## src/design/nsc_pkg.sv

```systemverilog
// Package for the sentence capture block: sizes, register indexes, state and result types.
package nsc_pkg;

  localparam int BUFFER_DEPTH    = 256;
  localparam int SEPARATOR_SLOTS = 32;

  localparam int IDX_W = $clog2(BUFFER_DEPTH + 1);
  localparam int SEP_W = $clog2(SEPARATOR_SLOTS + 1);

  localparam int CFG_IDX_W  = 2;
  localparam int CFG_DATA_W = 24;

  typedef enum logic [CFG_IDX_W-1:0] {
    CFG_TAG_WORD  = 2'd0,
    CFG_START     = 2'd1,
    CFG_SEPARATOR = 2'd2,
    CFG_RSVD      = 2'd3
  } cfg_idx_t;

  localparam logic [23:0] TAG_RST   = 24'h474741;
  localparam logic [7:0]  START_RST = 8'h24;
  localparam logic [7:0]  SEP_RST   = 8'h2C;

  typedef struct packed {
    logic [23:0] tag_word;
    logic [7:0]  start_byte;
    logic [7:0]  separator_byte;
  } cfg_t;

  typedef struct packed {
    logic [23:0]      tag_window;
    logic             capture_flag;
    logic [IDX_W-1:0] write_index;
    logic [SEP_W-1:0] separator_count;
  } state_t;

  typedef struct packed {
    logic       char_write;
    logic [7:0] char_index;
    logic [7:0] char_value;
    logic       comma_write;
    logic [4:0] comma_slot;
    logic [7:0] comma_position;
    logic       sentence_start;
    logic       capturing;
    logic       overflow;
  } result_t;

endpackage

```

## src/design/nsc_step.sv

```systemverilog
// Per-item capture logic: next state and result for one received byte.
module nsc_step
  import nsc_pkg::*;
(
  input  cfg_t       cfg,
  input  state_t     cur,
  input  logic [7:0] rx_byte,
  output state_t     nxt,
  output result_t    res
);

  always_comb begin
    nxt = cur;
    res = '0;
    if (rx_byte == cfg.start_byte) begin
      nxt.write_index     = '0;
      nxt.separator_count = '0;
      nxt.capture_flag    = 1'b0;
      res.sentence_start  = 1'b1;
    end else if (cur.capture_flag) begin
      if (cur.write_index < IDX_W'(BUFFER_DEPTH)) begin
        if (rx_byte == cfg.separator_byte) begin
          if (cur.separator_count < SEP_W'(SEPARATOR_SLOTS)) begin
            res.comma_write     = 1'b1;
            res.comma_slot      = 5'(cur.separator_count);
            res.comma_position  = 8'(cur.write_index);
            nxt.separator_count = cur.separator_count + SEP_W'(1);
          end else begin
            res.overflow = 1'b1;
          end
        end
        res.char_write  = 1'b1;
        res.char_index  = 8'(cur.write_index);
        res.char_value  = rx_byte;
        nxt.write_index = cur.write_index + IDX_W'(1);
      end else begin
        res.overflow = 1'b1;
      end
    end else if (cur.tag_window == cfg.tag_word) begin
      nxt.capture_flag = 1'b1;
      nxt.tag_window   = '0;
    end else begin
      nxt.tag_window = {cur.tag_window[15:0], rx_byte};
    end
    res.capturing = nxt.capture_flag;
  end

endmodule

```

## src/design/nmea_sentence_capture_top.sv

```systemverilog
// Top level of the sentence capture block: config registers, state, output register.
// One received byte is taken per clock cycle while the output register is free or being
// emptied; each byte yields exactly one result, registered when it is accepted, from the
// single compare-and-increment step between the capture state registers and the output
// register, which frees as the downstream side takes its result. Config writes never stall.
module nmea_sentence_capture_top
  import nsc_pkg::*;
(
  input  logic                  clk,
  input  logic                  rst_n,
  input  logic                  in_valid,
  output logic                  in_ready,
  input  logic [7:0]            in_rx_byte,
  output logic                  out_valid,
  input  logic                  out_ready,
  output logic                  out_char_write,
  output logic [7:0]            out_char_index,
  output logic [7:0]            out_char_value,
  output logic                  out_comma_write,
  output logic [4:0]            out_comma_slot,
  output logic [7:0]            out_comma_position,
  output logic                  out_sentence_start,
  output logic                  out_capturing,
  output logic                  out_overflow,
  input  logic                  cfg_valid,
  output logic                  cfg_ready,
  input  logic [CFG_IDX_W-1:0]  cfg_index,
  input  logic [CFG_DATA_W-1:0] cfg_data
);

  cfg_t    cfg_r;
  state_t  st_r, st_nxt;
  result_t res_r, res_nxt;
  logic    out_valid_r;
  logic    in_acc;

  assign cfg_ready = 1'b1;
  assign in_ready  = !out_valid_r || out_ready;
  assign in_acc    = in_valid && in_ready;

  nsc_step u_step (
    .cfg     (cfg_r),
    .cur     (st_r),
    .rx_byte (in_rx_byte),
    .nxt     (st_nxt),
    .res     (res_nxt)
  );

  always_ff @(posedge clk) begin
    if (!rst_n) begin
      cfg_r.tag_word       <= TAG_RST;
      cfg_r.start_byte     <= START_RST;
      cfg_r.separator_byte <= SEP_RST;
    end else if (cfg_valid && cfg_ready) begin
      case (cfg_idx_t'(cfg_index))
        CFG_TAG_WORD:  cfg_r.tag_word       <= cfg_data;
        CFG_START:     cfg_r.start_byte     <= cfg_data[7:0];
        CFG_SEPARATOR: cfg_r.separator_byte <= cfg_data[7:0];
        default: ;
      endcase
    end
  end

  always_ff @(posedge clk) begin
    if (!rst_n) begin
      st_r        <= '0;
      out_valid_r <= 1'b0;
    end else begin
      if (in_acc) begin
        st_r <= st_nxt;
      end
      if (in_acc) begin
        out_valid_r <= 1'b1;
      end else if (out_ready) begin
        out_valid_r <= 1'b0;
      end
    end
  end

  always_ff @(posedge clk) begin
    if (in_acc) begin
      res_r <= res_nxt;
    end
  end

  assign out_valid          = out_valid_r;
  assign out_char_write     = res_r.char_write;
  assign out_char_index     = res_r.char_index;
  assign out_char_value     = res_r.char_value;
  assign out_comma_write    = res_r.comma_write;
  assign out_comma_slot     = res_r.comma_slot;
  assign out_comma_position = res_r.comma_position;
  assign out_sentence_start = res_r.sentence_start;
  assign out_capturing      = res_r.capturing;
  assign out_overflow       = res_r.overflow;

  a_acc_gives_result: assert property (@(posedge clk) disable iff (!rst_n)
    in_acc |=> out_valid_r)
    else $error("accepted item produced no result");

  a_comma_with_char: assert property (@(posedge clk) disable iff (!rst_n)
    (out_valid_r && res_r.comma_write) |->
      (res_r.char_write && res_r.comma_position == res_r.char_index))
    else $error("separator recorded without matching buffer write");

  a_start_clears: assert property (@(posedge clk) disable iff (!rst_n)
    (out_valid_r && res_r.sentence_start) |->
      (!res_r.capturing && !res_r.char_write && !res_r.overflow))
    else $error("start byte result carries a write or capture");

  a_index_bound: assert property (@(posedge clk) disable iff (!rst_n)
    (st_r.write_index <= IDX_W'(BUFFER_DEPTH)) &&
    (st_r.separator_count <= SEP_W'(SEPARATOR_SLOTS)))
    else $error("capture index or separator count past its depth");

endmodule
```

## config.mk

```make
export PLATFORM = sky130hd
export DESIGN_NAME = nmea_sentence_capture_top
export DESIGN_NICKNAME = d
export VERILOG_FILES = /design/src/design/nsc_pkg.sv /design/src/design/nsc_step.sv /design/src/design/nmea_sentence_capture_top.sv
export SDC_FILE = /design/constraint.sdc
export NUM_CORES = 1
export LEC_CHECK = 0
export BUFFER_PORTS_ARGS = -buffer_cell sky130_fd_sc_hd__buf_2
export CAP_MARGIN = 20
export CORE_UTILIZATION = 39
export DETAILED_ROUTE_END_ITERATION = 12
export PLACE_DENSITY_LB_ADDON = 0.25
export SYNTH_ARGS = -nofsm -noshare
export SYNTH_HDL_FRONTEND = slang
export SYNTH_SLANG_ARGS = --single-unit
```

## constraint.sdc

```tcl
create_clock -name clk -period 2.9 [get_ports clk]
set_input_delay 0.435 -clock clk [delete_from_list [all_inputs] [get_ports clk]]
set_output_delay 0.435 -clock clk [all_outputs]
set_load 0.01 [all_outputs]
```

# Word level (Yosys, flattened, before mapping)
# Index checks and enable logic that the tools add are counted.
dict set report totals {
  word_cells 67
  n_memories 0
  ramBits 0
  latch_bits 0
  in_bits 39
  mem_bits_ro 0
  regBits 115
}
dict set report classes {
  magnitude_cmp 2
  addsub 2
  bitwise_logic 5
  n_eq_ne 5
  n_shift 0
  muxes 17
  multipliers 0
  n_reduce_logical 19
  n_div 0
}
# operator n
set op_table {}
lappend op_table {{31-bit two-way mux} 1}
lappend op_table {{15-bit two-way mux} 2}
lappend op_table {{14-bit two-way mux} 2}
lappend op_table {{24-bit equality test} 1}
lappend op_table {{24-bit two-way mux} 1}
lappend op_table {{8-bit equality test} 2}
lappend op_table {{16-bit two-way mux} 1}
lappend op_table {{6-bit two-way mux} 2}
lappend op_table {{2-bit nonzero test} 5}
lappend op_table {{9-bit by 1-bit adder with 9-bit output, second input constant} 1}
lappend op_table {{9-bit < comparator, second input constant} 1}
lappend op_table {{1-bit two-way mux} 8}
lappend op_table {{6-bit by 1-bit adder with 6-bit output, second input constant} 1}
lappend op_table {{6-bit < comparator, second input constant} 1}
lappend op_table {{2-bit AND reduction} 3}
lappend op_table {{3-bit AND reduction} 2}
lappend op_table {{1-bit inverter} 5}
lappend op_table {{5-bit AND reduction} 1}
lappend op_table {{5-bit OR reduction} 1}
lappend op_table {{4-bit OR reduction} 1}
lappend op_table {{3-bit OR reduction} 1}
lappend op_table {{2-bit by 1-bit equality test with 1-bit output, second input constant} 1}
lappend op_table {{2-bit equality test, second input constant} 1}
lappend op_table {{2-bit zero test} 1}
lappend op_table {{other kinds (4)} 4}

# Logic depth before layout (Yosys ltp)
dict set report depth {
  depth_word 6
  depth_mapped 7
  ltp_nobuf 6
}

# Modules after synthesis
# From an unflattened synthesis, not the netlist that was laid out.
dict set report unflattened {
  hier_cells 592
  area_unflattened_um2 5721.7
}
# module seq_area_each_um2 area_per_inst_um2 n_inst cells_each
set modules_own_cells {}
lappend modules_own_cells {nmea_sentence_capture_top 2642.5 4075.2 1 378}
lappend modules_own_cells {nsc_step 0.0 1646.6 1 214}

# Worst setup path before layout
# OpenSTA, ideal clock, no wires.
dict set report synth_timing {
  path_type {input -> register}
  from {in out_ready}
  to {reg st_r[32] (netlist bit)}
  t_required_ns 2.841
  setup_slack_ns 0.025
  n_path_buf 1
  path_stages 7
  arrival_time_ns 2.816
  setup_time_ns 0.059
  path_cell_list {nand2b_1 nand2_1 inv_1 o21ai_0 a2111oi_2 buf_2 a22o_1}
}
dict set report synth_between {
  elab_chain_len 3
}
# item line
set synth_lines {}
lappend synth_lines {{from (decl)} nmea_sentence_capture_top.sv:15} ;# input logic out_ready,
lappend synth_lines {{1-bit logical OR} nmea_sentence_capture_top.sv:38} ;# assign in_ready = !out_valid_r || out_ready;
lappend synth_lines {{1-bit logical AND} nmea_sentence_capture_top.sv:39} ;# assign in_acc = in_valid && in_ready;
lappend synth_lines {{named net in_acc} nmea_sentence_capture_top.sv:35} ;# logic in_acc;
lappend synth_lines {{3-bit AND reduction (no source line)} -}
lappend synth_lines {{to (signal assigned)} nmea_sentence_capture_top.sv:70} ;# st_r <= st_nxt;
lappend synth_lines {{to (decl)} nmea_sentence_capture_top.sv:32} ;# state_t st_r, st_nxt;
# The timed path passes the listed nets, and every way through them passes these cells.
# A chain may end at the register's enable or synchronous reset.

# Worst setup path after layout
dict set report layout_timing {
  from {reg st_r[15] (netlist bit)}
  to {reg st_r[3] (netlist bit)}
}
dict set report layout_between {
  elab_chain_len 2
}
# item
set layout_lines {}
lappend layout_lines {{2-bit nonzero test (no source line)}}
lappend layout_lines {{5-bit AND reduction (no source line)}}
# No other way between the ends.

==> flow_metrics.py <==
metrics = {
    "status": {
        "status": "finished, violations left",
        "violations": "design-rule violations",
    },
    "synthesis": {
        "synthMuxAreaShare_pct": 3.40,
        "synthAdderAreaFrac_pct": 0.531,
        "ys_ff_latch": 115,
        "synth_area_leader_cell": "dfxtp_1",
        "synth.area.top_cells": "dfxtp_1, edfxtp_1, xnor2_1",
        "synthXorXnorAreaFrac_pct": 7.43,
        "synthFlopType": "dfxtp_1",
        "netlist.area_leader.share_pct": 34.4,
        "async_reset_ff_share_pct": 0,
        "netlist_area_mm2": 0.00471,
        "synth_edf_count": 34,
        "synth-simple-area-share_pct": 19.3,
        "synth_compound_area_share_pct": 10.4,
        "synth_top_family_by_area": "simple AND/OR/NAND/NOR gates",
        "synth_cells": 459,
        "yosysWarnings": 0,
        "synth.distinct_cells": 42,
        "syn_nets": 500,
        "syn_area_per_cell_um2": 10.3,
        "ys_seq_area_share_pct": 56.1,
    },
    "final_layout": {
        "drive_above_1_share_pct": 21.5,
        "nets": 576,
        "stdcell_area_mm2": 0.00590,
        "diodes": 0,
        "final_common_cell": "dfxtp_1",
        "final_cells": 691,
        "final_cell_mix": "dfxtp_1, buf_2, nand2_1",
        "area_delta_synth_final_pct": 25.1,
        "multi_input_area_mm2": 0.00196,
        "num-fill-cells": 1051,
        "regArea_mm2": 0.00264,
    },
    "run": {
        "maxCapViolations": 0,
    },
    "worst_setup_path": {
        "worstSetupStartpointType": "flip-flop",
        "r2r_slack_ns": 0.61,
        "crit_path_max_fanout": 9,
        "worstPathRequired_ns": 3.22,
        "arrival_ns": 2.61,
        "critical_path_class": "flip-flop to flip-flop",
        "end_kind": "flip-flop",
        "reg2reg_depth": 5,
    },
    "global_route": {
        "grt_pass1_vias": 3566,
        "overflow": 0,
        "antenna_found_initial": 0,
        "gr-usage-all-layers_pct": 19.1,
        "grt_max_degree": 39,
        "grt_pass1_wl_um": 18300,
    },
    "drt": {
        "drtPass1Iterations": 8,
        "finalWirelength_um": 11200,
        "wl_per_cell_um": 16.3,
        "drtIter0Drc": 259,
        "num_vias": 3642,
        "postRouteAntennaNets": 0,
        "drt-vias-per-instance": 5.27,
        "drc": 7,
    },
    "placement": {
        "gp_congestion": 0.861,
        "place_ws_ns": 0.536,
        "dpl_cell_area_mm2": 0.00525,
        "dp_hpwl_um": 7800,
        "placedCellCount": 659,
        "io_buffer_count": 74,
    },
    "power": {
        "p_switching_mw": 0.870,
        "pwr-share-seq_pct": 40.8,
        "clkPwrFrac_pct": 53.4,
        "comb_power_share_pct": 5.8,
        "p_sw_share_pct": 20.3,
        "internal_power_mw": 3.41,
        "p_leak_nw": 2.42,
        "finalPower_mw": 4.28,
        "ir_drop_uv": 452,
        "p_per_area_mw_per_mm2": 726,
    },
    "die": {
        "die-area_mm2": 0.0125,
        "fp.dieH_um": 112,
        "placeableCoreArea_mm2": 0.0116,
        "die_x_um": 112,
        "initial_core_util_pct": 40.6,
        "ios": 76,
        "rows": 39,
    },
    "sta": {
        "fin_crit_sh_pct": 79.0,
        "rsz0062_at_grt": "false",
        "drv_slew": 0,
        "slew_headroom_pct": 43.0,
        "finalWorstSetupSlack_ns": 0.609,
        "hold_viol": 0,
        "fin_setup_tns_ns": 0,
        "min_period_ns": 2.29,
        "tightest_slew_ns": 0.855,
        "finalClockSkew_ns": 0.00813,
        "setup_viol": 0,
        "clock.fmax_ghz": 0.436,
    },
    "clock_network": {
        "cts_buffers": 17,
        "cts_setup_buffers": 0,
        "clk_pin_slew_ns": 0.05,
        "root_buffer": "clkbuf_16",
        "clock_latency_ns": 0.41,
        "cts.path.max_buffers": 2,
        "hold_buffers": 0,
        "cts_tree": "built",
        "h-tree-depth": 4,
        "cts_sinks": 115,
        "ctsResizeCount": 0,
    },
    "hold_path": {
        "hold_depth": 3,
        "hp-class": "primary input to flip-flop",
    },
}
## metal layers
metal | GRT usage (%) | share of wire (%) | vias up
met3 | 6.21 | 6.3 | 10
met2 | 29.6 | 47 | 122
met4 | 6.49 | 1.3 | 0
li1 | - | - | 1788
met1 | 25.3 | 46 | 1722
met5 | 0 | 0 | -
## final timing paths
path / start / end
worst max-delay path: st_r[15]$_SDFFE_PN0P_ / st_r[3]$_SDFFE_PN0P_
worst min-delay path: cfg_data[17] / cfg_r[33]$_SDFFE_PN1P_
worst max register to register: st_r[15]$_SDFFE_PN0P_ / st_r[3]$_SDFFE_PN0P_
worst min register to register: cfg_r[21]$_SDFFE_PN0P_ / cfg_r[21]$_SDFFE_PN0P_
## synthesized netlist by cell type (3+ instances only)
cell type  number
nand4_1        13
nand2b_1        3
o21a_1          3
dfxtp_1        81
nand4b_1        3
o21ai_0         5
a31oi_1         3
or4_1           7
o22ai_1         4
a21oi_1        26
edfxtp_1       34
nor2_1         16
nor3_1          5
buf_2           3
and2_1         14
xnor2_1        40
nand2_1        73
inv_1           4
mux2i_1        16
clkbuf_1       22
a22o_1         24
nand3_1        17
and3_1         18
## registers in the layout, summed over array words and instances (netlist names)
signal / count
out_sentence_start: 1
out_comma_slot: 5
out_char_value: 8
out_valid: 1
out_char_write: 1
cfg_r: 40
out_char_index: 8
out_comma_position: 8
out_capturing: 1
st_r: 40
out_overflow: 1
out_comma_write: 1
## cell families (layout without fill, tap and decap cells)
family	Yosys count	in the layout
AND/OR/NAND/NOR	181	181
multiplexers	16	16
flip-flops	115	115
AO/OA/AOI/OAI	71	71
adder cells (fa/ha/maj)	2	2
buffers and inverters	33	122
other	1	1
XOR/XNOR	40	40
## area by class of cell
cell class              count  area share, %
well taps                 143           3.03
inverters                   5          0.318
clock buffers              19           7.34
flip-flops and latches    115           44.8
repair buffers             85           7.68
clock inverters            13           3.61
multi-input cells         311           33.2
## worst max-delay path, stage by stage, from the launching register on
cell,delay [ns]
dfxtp_1,0.52
nand2b_1,0.32
nor2_1,0.15
or4b_1,0.56
or4_1,0.44
a31oi_1,0.19
## stage by stage
stage                     util [%]  hold WS, ns
after floorplan                  -        0.449
after global placement        45.2        0.460
after detailed placement      45.2        0.460
after CTS                     50.8        0.243
after global routing          50.8        0.242
final                         50.8        0.245
## power by group through the flow
| stage | logic (mW) | registers, mW | clock network [mW] |
|---|---|---|---|
| floorplan | 0.135 | 1.78 | 0 |
| global placement | 0.242 | 1.78 | 0 |
| detailed placement | 0.246 | 1.78 | 0 |
| CTS | 0.247 | 1.75 | 2.32 |
| global route | 0.271 | 1.75 | 2.41 |
| finish | 0.247 | 1.75 | 2.29 |
(Power assumes the default switching activity.)
